[config.mk]
export PLATFORM = sky130hd
export DESIGN_NAME = adc_impulse_repair_filter_flat
export DESIGN_NICKNAME = d
export VERILOG_FILES = /design/src/rtl/adcir_pkg.sv /design/src/rtl/adcir_stream_if.sv /design/src/rtl/adcir_front.sv /design/src/rtl/adcir_queue.sv /design/src/rtl/adcir_back.sv /design/src/rtl/adc_impulse_repair_filter.sv /design/src/flat_wrapper.sv
export SDC_FILE = /design/constraint.sdc
export NUM_CORES = 1
export LEC_CHECK = 0
export BUFFER_PORTS_ARGS = -buffer_cell sky130_fd_sc_hd__buf_2
export CORE_UTILIZATION = 55
export CTS_CLUSTER_DIAMETER = 200
export DETAILED_ROUTE_END_ITERATION = 6
export PLACE_DENSITY = 0.79
export SLEW_MARGIN = 20
export SYNTH_ARGS = -nofsm -noshare
export SYNTH_HDL_FRONTEND = slang
export SYNTH_SLANG_ARGS = --single-unit
[constraint.sdc]
create_clock -name clk -period 8.3 [get_ports clk]
set_input_delay 2.075 -clock clk [delete_from_list [all_inputs] [get_ports clk]]
set_output_delay 2.075 -clock clk [all_outputs]
set_load 0.01 [all_outputs]
[src/rtl/adcir_pkg.sv]
package adcir_pkg;

    localparam int CODE_W            = 12;
    localparam int COUNT_W           = 13;
    localparam int CFG_INDEX_W       = 4;
    localparam int FRAME_MAX_DEFAULT = 4096;
    localparam int REPAIR_CAP_LIMIT  = 4096;
    localparam int QUEUE_DEPTH       = 4;

    localparam logic [CODE_W-1:0] CODE_MAX        = 12'hFFF;
    localparam logic [CODE_W-1:0] THRESHOLD_RESET = 12'd512;
    localparam logic [CODE_W-1:0] LIMIT_RESET     = 12'd512;

    // Configuration register indexes.
    localparam logic [CFG_INDEX_W-1:0] REG_SPIKE_THRESHOLD = 4'd0;
    localparam logic [CFG_INDEX_W-1:0] REG_NEIGHBOR_LIMIT  = 4'd1;

    typedef struct packed {
        logic [CODE_W-1:0] sample_code;
        logic              frame_end;
    } sample_beat_t;

    typedef struct packed {
        logic [CODE_W-1:0]  repaired_code;
        logic               was_repaired;
        logic               frame_done;
        logic [CODE_W-1:0]  frame_minimum;
        logic [CODE_W-1:0]  frame_maximum;
        logic [COUNT_W-1:0] repair_total;
    } result_beat_t;

    typedef struct packed {
        logic [CFG_INDEX_W-1:0] index;
        logic [CODE_W-1:0]      value;
    } cfg_beat_t;

    typedef struct packed {
        logic [CODE_W-1:0] spike_threshold;
        logic [CODE_W-1:0] neighbor_limit;
    } cfg_regs_t;

    // One classified work item for the back end.
    typedef struct packed {
        logic [CODE_W-1:0] center_code;
        logic [CODE_W-1:0] right_code;
        logic              emit_held;
        logic              center_is_first;
        logic              last;
    } cmd_t;

endpackage

[src/rtl/adcir_stream_if.sv]
interface adcir_stream_if #(
    parameter type payload_t = logic
);
    logic     valid;
    logic     ready;
    payload_t data;

    modport source (output valid, output data, input ready);
    modport sink   (input valid, input data, output ready);
endinterface

[src/rtl/adcir_front.sv]
module adcir_front (
    input  logic                 clk,
    input  logic                 rst_n,
    input  logic                 in_valid,
    output logic                 in_ready,
    input  adcir_pkg::sample_beat_t in_data,
    output logic                 push_valid,
    output adcir_pkg::cmd_t      push_cmd,
    input  logic                 push_ready
);
    import adcir_pkg::*;

    logic              held_valid_reg, held_valid_next;
    logic              held_is_first_reg, held_is_first_next;
    logic [CODE_W-1:0] held_code_reg, held_code_next;
    logic              accept;

    assign in_ready = push_ready;
    assign accept   = in_valid && push_ready;

    // Frame-opening samples get held unless they also end the frame; everything else becomes a command.
    assign push_valid = accept && (held_valid_reg || in_data.frame_end);

    always_comb
    begin
        push_cmd.center_code     = held_code_reg;
        push_cmd.right_code      = in_data.sample_code;
        push_cmd.emit_held       = held_valid_reg;
        push_cmd.center_is_first = held_is_first_reg;
        push_cmd.last            = in_data.frame_end;
    end

    always_comb
    begin
        held_valid_next    = held_valid_reg;
        held_is_first_next = held_is_first_reg;
        held_code_next     = held_code_reg;
        if (accept)
        begin
            if (in_data.frame_end)
            begin
                held_valid_next    = 1'b0;
                held_is_first_next = 1'b0;
            end
            else
            begin
                held_valid_next    = 1'b1;
                held_is_first_next = !held_valid_reg;
                held_code_next     = in_data.sample_code;
            end
        end
    end

    always_ff @(posedge clk or negedge rst_n)
    begin
        if (!rst_n)
        begin
            held_valid_reg    <= 1'b0;
            held_is_first_reg <= 1'b0;
        end
        else
        begin
            held_valid_reg    <= held_valid_next;
            held_is_first_reg <= held_is_first_next;
        end
    end

    always_ff @(posedge clk)
    begin
        held_code_reg <= held_code_next;
    end

endmodule

[src/rtl/adcir_queue.sv]
module adcir_queue (
    input  logic            clk,
    input  logic            rst_n,
    input  logic            push_valid,
    output logic            push_ready,
    input  adcir_pkg::cmd_t push_cmd,
    output logic            pop_valid,
    input  logic            pop,
    output adcir_pkg::cmd_t head
);
    import adcir_pkg::*;

    localparam int PTR_W = $clog2(QUEUE_DEPTH);
    localparam int CNT_W = $clog2(QUEUE_DEPTH + 1);
    localparam logic [CNT_W-1:0] FULL_COUNT = CNT_W'(QUEUE_DEPTH);

    cmd_t             slots_reg [QUEUE_DEPTH];
    logic [PTR_W-1:0] wr_ptr_reg, wr_ptr_next;
    logic [PTR_W-1:0] rd_ptr_reg, rd_ptr_next;
    logic [CNT_W-1:0] count_reg, count_next;
    logic             do_push, do_pop;

    assign push_ready = (count_reg != FULL_COUNT);
    assign pop_valid  = (count_reg != '0);
    assign head       = slots_reg[rd_ptr_reg];
    assign do_push    = push_valid && push_ready;
    assign do_pop     = pop && pop_valid;

    always_comb
    begin
        wr_ptr_next = do_push ? wr_ptr_reg + 1'b1 : wr_ptr_reg;
        rd_ptr_next = do_pop  ? rd_ptr_reg + 1'b1 : rd_ptr_reg;
        count_next  = count_reg;
        if (do_push && !do_pop)
            count_next = count_reg + 1'b1;
        else if (do_pop && !do_push)
            count_next = count_reg - 1'b1;
    end

    always_ff @(posedge clk or negedge rst_n)
    begin
        if (!rst_n)
        begin
            wr_ptr_reg <= '0;
            rd_ptr_reg <= '0;
            count_reg  <= '0;
        end
        else
        begin
            wr_ptr_reg <= wr_ptr_next;
            rd_ptr_reg <= rd_ptr_next;
            count_reg  <= count_next;
        end
    end

    always_ff @(posedge clk)
    begin
        if (do_push)
            slots_reg[wr_ptr_reg] <= push_cmd;
    end

endmodule

[src/rtl/adcir_back.sv]
module adcir_back #(
    parameter int FRAME_MAX = adcir_pkg::FRAME_MAX_DEFAULT
) (
    input  logic                    clk,
    input  logic                    rst_n,
    input  adcir_pkg::cfg_regs_t    cfg_regs,
    input  logic                    q_valid,
    input  adcir_pkg::cmd_t         q_head,
    output logic                    q_pop,
    output logic                    out_valid,
    input  logic                    out_ready,
    output adcir_pkg::result_beat_t out_data
);
    import adcir_pkg::*;

    localparam logic [COUNT_W-1:0] REPAIR_CAP = (FRAME_MAX < REPAIR_CAP_LIMIT)
        ? COUNT_W'(FRAME_MAX) : COUNT_W'(REPAIR_CAP_LIMIT);

    logic [CODE_W-1:0]  left_reg, left_next;
    logic [CODE_W-1:0]  min_reg, min_next;
    logic [CODE_W-1:0]  max_reg, max_next;
    logic [COUNT_W-1:0] count_reg, count_next;
    logic               phase_reg, phase_next;
    logic               out_valid_reg, out_valid_next;
    result_beat_t       out_data_reg, out_data_next;

    logic              out_free, step_held, step_final, repair;
    logic [CODE_W:0]   mid_sum;
    logic [CODE_W-1:0] mid, dev, gap, held_result, final_min, final_max;

    assign out_free = !out_valid_reg || out_ready;

    // Repair decision for the held sample, left neighbor already repaired.
    assign mid_sum = {1'b0, left_reg} + {1'b0, q_head.right_code} + 1'b1;
    assign mid     = mid_sum[CODE_W:1];
    assign dev     = (q_head.center_code > mid) ? q_head.center_code - mid
                                                : mid - q_head.center_code;
    assign gap     = (left_reg > q_head.right_code) ? left_reg - q_head.right_code
                                                    : q_head.right_code - left_reg;
    assign repair  = !q_head.center_is_first && (dev >= cfg_regs.spike_threshold)
                     && (gap <= cfg_regs.neighbor_limit);
    assign held_result = repair ? mid : q_head.center_code;

    assign step_held  = q_valid && out_free && q_head.emit_held && !phase_reg;
    assign step_final = q_valid && out_free && q_head.last
                        && (phase_reg || !q_head.emit_held);
    assign q_pop      = step_final || (step_held && !q_head.last);

    assign final_min = (q_head.right_code < min_reg) ? q_head.right_code : min_reg;
    assign final_max = (q_head.right_code > max_reg) ? q_head.right_code : max_reg;

    always_comb
    begin
        left_next      = left_reg;
        min_next       = min_reg;
        max_next       = max_reg;
        count_next     = count_reg;
        phase_next     = phase_reg;
        out_data_next  = out_data_reg;
        out_valid_next = out_valid_reg && !out_ready;
        if (step_held)
        begin
            left_next = held_result;
            if (held_result < min_reg)
                min_next = held_result;
            if (held_result > max_reg)
                max_next = held_result;
            if (repair && (count_reg < REPAIR_CAP))
                count_next = count_reg + 1'b1;
            phase_next     = q_head.last;
            out_valid_next = 1'b1;
            out_data_next  = '{repaired_code: held_result, was_repaired: repair,
                               frame_done: 1'b0, frame_minimum: '0,
                               frame_maximum: '0, repair_total: '0};
        end
        else if (step_final)
        begin
            left_next      = '0;
            min_next       = CODE_MAX;
            max_next       = '0;
            count_next     = '0;
            phase_next     = 1'b0;
            out_valid_next = 1'b1;
            out_data_next  = '{repaired_code: q_head.right_code, was_repaired: 1'b0,
                               frame_done: 1'b1, frame_minimum: final_min,
                               frame_maximum: final_max, repair_total: count_reg};
        end
    end

    always_ff @(posedge clk or negedge rst_n)
    begin
        if (!rst_n)
        begin
            left_reg      <= '0;
            min_reg       <= CODE_MAX;
            max_reg       <= '0;
            count_reg     <= '0;
            phase_reg     <= 1'b0;
            out_valid_reg <= 1'b0;
        end
        else
        begin
            left_reg      <= left_next;
            min_reg       <= min_next;
            max_reg       <= max_next;
            count_reg     <= count_next;
            phase_reg     <= phase_next;
            out_valid_reg <= out_valid_next;
        end
    end

    always_ff @(posedge clk)
    begin
        out_data_reg <= out_data_next;
    end

    assign out_valid = out_valid_reg;
    assign out_data  = out_data_reg;

    a_phase_has_head: assert property (@(posedge clk) disable iff (!rst_n)
        phase_reg |-> (q_valid && q_head.last && q_head.emit_held))
        else $error("second beat pending without a matching queue head");

    a_phase_follows: assert property (@(posedge clk) disable iff (!rst_n)
        (step_held && q_head.last) |=> phase_reg)
        else $error("frame end beat not scheduled after held sample");

    a_final_unrepaired: assert property (@(posedge clk) disable iff (!rst_n)
        (out_valid_reg && out_data_reg.frame_done) |-> !out_data_reg.was_repaired)
        else $error("last sample of a frame marked as repaired");

    a_stats_zero: assert property (@(posedge clk) disable iff (!rst_n)
        (out_valid_reg && !out_data_reg.frame_done) |->
        (out_data_reg.frame_minimum == '0 && out_data_reg.frame_maximum == '0
         && out_data_reg.repair_total == '0))
        else $error("frame statistics leaked into an inner beat");

endmodule

[src/rtl/adc_impulse_repair_filter.sv]
// Channel     Role    Payload                                    Accepted when
// sample_in   sink    sample_code, frame_end                     valid && ready
// result_out  source  repaired_code, was_repaired, frame_done,  valid && ready
//                     frame_minimum, frame_maximum, repair_total
// cfg         sink    index, value                               valid && ready
//
// One sample beat is taken per cycle while the four-entry command queue has room.
// A held sample's result beat is decided once the beat carrying its right neighbor
// is taken; the command waits in a queue slot, then the result goes through the
// output register before it can be accepted.
// A frame's last sample that follows a held sample yields two result beats, which
// the back end emits one after the other through its single output register.
// Reset clears the held sample, the frame statistics, the queue and the
// registers (both thresholds return to 512); no clearing pass is needed.
// A stalled result_out fills the queue and then drops sample_in.ready.
module adc_impulse_repair_filter #(
    parameter int FRAME_MAX = adcir_pkg::FRAME_MAX_DEFAULT
) (
    input  logic           clk,
    input  logic           rst_n,
    adcir_stream_if.sink   sample_in,
    adcir_stream_if.source result_out,
    adcir_stream_if.sink   cfg
);
    import adcir_pkg::*;

    cfg_regs_t cfg_regs_reg, cfg_regs_next;
    cfg_beat_t cfg_beat;

    logic push_valid, push_ready, q_valid, q_pop;
    cmd_t push_cmd, q_head;

    // Register writes must only be issued while the filter is idle; the block
    // itself does not enforce this. The port can always take them.
    assign cfg.ready = 1'b1;
    assign cfg_beat  = cfg.data;

    always_comb
    begin
        cfg_regs_next = cfg_regs_reg;
        if (cfg.valid)
        begin
            // Writes to indexes past the register list are dropped.
            if (cfg_beat.index == REG_SPIKE_THRESHOLD)
                cfg_regs_next.spike_threshold = cfg_beat.value;
            else if (cfg_beat.index == REG_NEIGHBOR_LIMIT)
                cfg_regs_next.neighbor_limit = cfg_beat.value;
        end
    end

    always_ff @(posedge clk or negedge rst_n)
    begin
        if (!rst_n)
        begin
            cfg_regs_reg.spike_threshold <= THRESHOLD_RESET;
            cfg_regs_reg.neighbor_limit  <= LIMIT_RESET;
        end
        else
        begin
            cfg_regs_reg <= cfg_regs_next;
        end
    end

    // The front end holds one sample and turns each new beat, except a held frame
    // opening one, into a command describing what the back end must emit.
    adcir_front u_front (
        .clk        (clk),
        .rst_n      (rst_n),
        .in_valid   (sample_in.valid),
        .in_ready   (sample_in.ready),
        .in_data    (sample_in.data),
        .push_valid (push_valid),
        .push_cmd   (push_cmd),
        .push_ready (push_ready)
    );

    // The queue lets the front keep taking samples while the back end is
    // stalled by the output or busy with a two-beat frame end.
    adcir_queue u_queue (
        .clk        (clk),
        .rst_n      (rst_n),
        .push_valid (push_valid),
        .push_ready (push_ready),
        .push_cmd   (push_cmd),
        .pop_valid  (q_valid),
        .pop        (q_pop),
        .head       (q_head)
    );

    // The back end owns the repaired left neighbor and the frame statistics.
    adcir_back #(
        .FRAME_MAX (FRAME_MAX)
    ) u_back (
        .clk       (clk),
        .rst_n     (rst_n),
        .cfg_regs  (cfg_regs_reg),
        .q_valid   (q_valid),
        .q_head    (q_head),
        .q_pop     (q_pop),
        .out_valid (result_out.valid),
        .out_ready (result_out.ready),
        .out_data  (result_out.data)
    );

endmodule

[src/flat_wrapper.sv]
// flat-port wrapper written by rule: the top's interface ports become plain ports
module adc_impulse_repair_filter_flat import adcir_pkg::*;
#(
    parameter int FRAME_MAX = adcir_pkg::FRAME_MAX_DEFAULT
)
  (clk, rst_n, sample_in_valid, sample_in_data, sample_in_ready, result_out_valid, result_out_data, result_out_ready, cfg_valid, cfg_data, cfg_ready);
  adcir_stream_if #(.payload_t(sample_beat_t)) sample_in_i ();
  adcir_stream_if #(.payload_t(result_beat_t)) result_out_i ();
  adcir_stream_if #(.payload_t(cfg_beat_t)) cfg_i ();
  input  logic clk;
  input  logic rst_n;
  input wire logic [$bits(sample_in_i.valid)-1:0] sample_in_valid;
  input wire logic [$bits(sample_in_i.data)-1:0] sample_in_data;
  output wire logic [$bits(sample_in_i.ready)-1:0] sample_in_ready;
  output wire logic [$bits(result_out_i.valid)-1:0] result_out_valid;
  output wire logic [$bits(result_out_i.data)-1:0] result_out_data;
  input wire logic [$bits(result_out_i.ready)-1:0] result_out_ready;
  input wire logic [$bits(cfg_i.valid)-1:0] cfg_valid;
  input wire logic [$bits(cfg_i.data)-1:0] cfg_data;
  output wire logic [$bits(cfg_i.ready)-1:0] cfg_ready;
  assign sample_in_i.valid = sample_in_valid;
  assign sample_in_i.data = sample_in_data;
  assign sample_in_ready = sample_in_i.ready;
  assign result_out_valid = result_out_i.valid;
  assign result_out_data = result_out_i.data;
  assign result_out_i.ready = result_out_ready;
  assign cfg_i.valid = cfg_valid;
  assign cfg_i.data = cfg_data;
  assign cfg_ready = cfg_i.ready;
  adc_impulse_repair_filter #(.FRAME_MAX(FRAME_MAX)) u_core (.clk(clk), .rst_n(rst_n), .sample_in(sample_in_i), .result_out(result_out_i), .cfg(cfg_i));
endmodule
==> results.md <==
- The overflow left after global routing is 0.
- The number of nets handed over by synthesis was roughly 1,400.
- The mean instance size in the synthesized netlist is 11.43 sq um.
- The via total after detailed routing is 10,450.
- After detailed routing, the number of remaining DRC violations is 0.
- The cell repeated most along the worst path is sky130_fd_sc_hd__nor2_1.
- For this run, the total global-route usage over all layers was measured as 26.70%.
- The chip height is 161.9 um.
- The max-capacitance violation count is 0.
- The maximum level of the CTS H-tree is 1.
- The number of warnings issued by yosys is 0.
- The stage delay of the slowest cell on the critical path is 550 ps.
- The first global-routing pass estimated 54,480 um of wire.
- CTS placed an instance of sky130_fd_sc_hd__clkbuf_16 at the clock tree root.
- The smallest clock period supported by the final layout is computed as 8281 ps.
- The routed design uses roughly 2100 um of met3 wire.
- The synthesis-to-layout area growth is 22.73%.
- The maximum clock rate is 120.8 MHz.
- Setup repair after global routing could not meet its margin everywhere.
- The flow ran to the end, and the final reports show no timing, DRC or antenna violations.
- In this run the tightest slew margin relative to its limit is 34.14%.
- The mean number of vias per cell is 5.866.
- Entering global routing, the biggest net connects 60 pins.
- The clock passes through at most 3 buffers.
- The congestion estimate from routability-driven global placement came to 0.9778.
- The placeable core region is between 20,000 and 30,000 sq um.
- The number of antenna violations at the first check in global routing is 0.
- The sum of met2 wire segment lengths after detailed routing is 17,590 um.
- STA classifies the critical path startpoint as a register.
- The cell area after technology mapping is 14,060 sq um.
- The number of nets at the end of the flow is 1,606.
- The layout has 1,757 filler cells.
- The count of final max-slew check failures is 0.
- After synthesis, flip-flops and latches occupy 48.91% of the total area.
- In this run the top signal layer used is met4.
- 0 antenna diodes ended up in the layout.
- The largest fanout on the critical path is 7.
- The gate count of the mapped netlist is 1,230.
- The number of iterations in the first detailed-routing pass is 7.
- The detailed-routing wirelength on met1 is between 15,000 and 20,000 um.
- The clock sink count is 255.
- Leaving out fill and tap cells, the most frequent cells in the layout are sky130_fd_sc_hd__edfxtp_1, sky130_fd_sc_hd__buf_4, sky130_fd_sc_hd__ha_1.
- The total placed cells including tap cells is 1,704.
- The leading cell type in the layout, fill and taps excluded is sky130_fd_sc_hd__edfxtp_1.
- Leaving out filler cells and counting taps, the final layout contains 1,781.
- The final clock period utilization by the worst path is 99.78%.
- In the synthesized netlist the dominant register cell turns out to be sky130_fd_sc_hd__edfxtp_1.
- For the worst setup path, the data arrival time is 8740 ps.
- The TritonCTS clock tree is built.
- The count of final hold-check violations is 0.
- For the pin with the worst max-slew slack, the measured transition is 986.9 ps.
- The slowest stage of the critical path is the sky130_fd_sc_hd__mux4_2 cell.
- The number of rows in the core area is 58.
- The number of different library cells in the post-synthesis netlist is 70.
- The fraction of registers with async set or reset after synthesis is 32.94%.
- For this configuration, the core starts out at a cell density of 55.98%.
- The number of clock buffers inserted by TritonCTS is 26.
- The wire length after detailed routing is roughly 36,000 um.
- The register with the most flip-flops in the layout has 108 of them.
- The element type at the critical path end is a register.
- After clock tree synthesis, the clock-pin slew on the worst setup and hold paths is 60 ps.
- The post-route netlist has 30.12% of its cells at a drive strength greater than 1.
- In this run, post-CTS hold repair placed 0 buffers.
- The via count of the first global-routing pass is between 10,000 and 15,000.
- The maximum clock skew at final layout is roughly 11 ps.
- The later-pin clock latency in the skew report is 530 ps.
- The count of flip-flops with a built-in enable after synthesis is 133.
- The critical path in this run is classified as register to register.
- The starting DRC count in detailed routing is between 700 and 800.
- After synthesis the netlist holds a flip-flop and latch count of 255.
- The required time at the worst-slack endpoint is 8760 ps.
- In this run the remaining antenna-violating nets after routing total 0.
- The die width is approximately 160 um.
- Setup violations remaining at the end of the flow were counted as 0.
- The path category of the worst min-delay check is register to register.
- In the final routed layout, each cell accounts on average for 20.30 um.
- 88 I/O pins were placed.
- The die area is 26,200 sq um.
- The wire-length estimate of the detail-placed layout is 25,320 um.
- Port buffering added 86 buffers.
-- per-stage QoR --
step	setup TNS [ps]	hold slack, ps	cell area, sq um	setup slack [ps]	utilization [%]
CTS	0	441.7	16460	5.925	65.55
floorplan	0	455.1	14090	35.61	-
global route	-4774	471.3	17250	-239.2	68.70
finish	0	443.1	17250	18.51	68.70
detailed placement	-8845	433.3	15490	-483.0	61.68
global placement	-2151	432.2	15490	-138.7	61.68
-- layer usage --
| metal | vias to the layer above | track usage (%) |
|---|---|---|
| met3 | 100 | 2.758 |
| met5 | - | 0 |
| met2 | 399 | 45.03 |
| li1 | 4820 | - |
| met1 | 5129 | 36.33 |
| met4 | 0 | 8.448 |
-- logic make-up (layout without fill, tap and decap cells) --
family                     Yosys count  after routing  share of synthesized area (%)
AOI/OAI and AO/OA                  263            263                          11.92
xor gates and xnor gates            47             47                          2.929
adders and majority gates          141            141                          12.87
buffers and inverters              171            392                          5.029
DFF                                255            255                          48.91
muxes                               89             89                          9.293
other                                1              1                        0.02668
and+or+nand+nor                    263            263                          9.026
-- worst max-delay path: cells and delay by family (launching register included) --
kind / cells / cell delay [ps]
multiplexers: 3 / 1120
buffers and inverters: 7 / 910
AND/OR/NAND/NOR: 8 / 1280
AO/OA/AOI/OAI: 14 / 2740
flip-flops: 1 / 380
XOR/XNOR: 2 / 330
adder cells (fa/ha/maj): 5 / 1440
-- worst paths after layout --
kind                                              start                           end  slack (ps)  cells past startpoint
max                        u_core.u_queue.rd_ptr_reg[0]      u_core.u_back.min_reg[5]          20                     39
min                          u_core.u_back.out_data[37]    u_core.u_back.out_data[37]         440                      2
max reg2reg                u_core.u_queue.rd_ptr_reg[0]      u_core.u_back.min_reg[5]          20                     39
min reg2reg                  u_core.u_back.out_data[37]    u_core.u_back.out_data[37]         440                      2
max in group asynchronous                         rst_n  u_core.u_queue.rd_ptr_reg[1]        5640                      2
min in group asynchronous                         rst_n  u_core.u_queue.wr_ptr_reg[0]        1450                      1
-- synth_stat cells, types with 21 or more instances --
| cell type | number | share of area [%] |
|---|---|---|
| sky130_fd_sc_hd__clkbuf_1 | 24 | 0.64 |
| sky130_fd_sc_hd__inv_1 | 123 | 3.3 |
| sky130_fd_sc_hd__dfxtp_1 | 38 | 5.4 |
| sky130_fd_sc_hd__a21oi_1 | 61 | 2.2 |
| sky130_fd_sc_hd__xnor2_1 | 33 | 2.1 |
| sky130_fd_sc_hd__o22ai_1 | 23 | 1.0 |
| sky130_fd_sc_hd__o21ai_0 | 70 | 2.5 |
| sky130_fd_sc_hd__nand2_1 | 95 | 2.5 |
| sky130_fd_sc_hd__nor2_1 | 65 | 1.7 |
| sky130_fd_sc_hd__mux2_2 | 23 | 1.8 |
| sky130_fd_sc_hd__ha_1 | 135 | 12 |
| sky130_fd_sc_hd__mux4_2 | 21 | 3.4 |
| sky130_fd_sc_hd__dfrtp_1 | 70 | 12 |
| sky130_fd_sc_hd__edfxtp_1 | 133 | 28 |
| sky130_fd_sc_hd__mux2i_1 | 36 | 2.6 |
| sky130_fd_sc_hd__a21o_1 | 26 | 1.4 |
-- area by class of cell --
type                       count  area, sq um  share of cell area [%]
inverter                     123        464.2                   2.691
multi-input combinational    804         7064                   40.95
tap                          330        412.9                   2.394
sequential                   255         6875                   39.86
clock buffer                  32        704.4                   4.084
timing repair buffer         221         1518                   8.798
clock inverter                16        211.5                   1.226
-- repair_timing --
action                     CTS  global route
pin swaps                    1            46
setup endpoints to repair   24            24
gates cloned                 0             1
buffers inserted             0            28
resized for setup           14           110
Power is left out: the tool's default activity adds up to more than one toggle a clock period on the data nets, which glitch-free logic cannot reach.
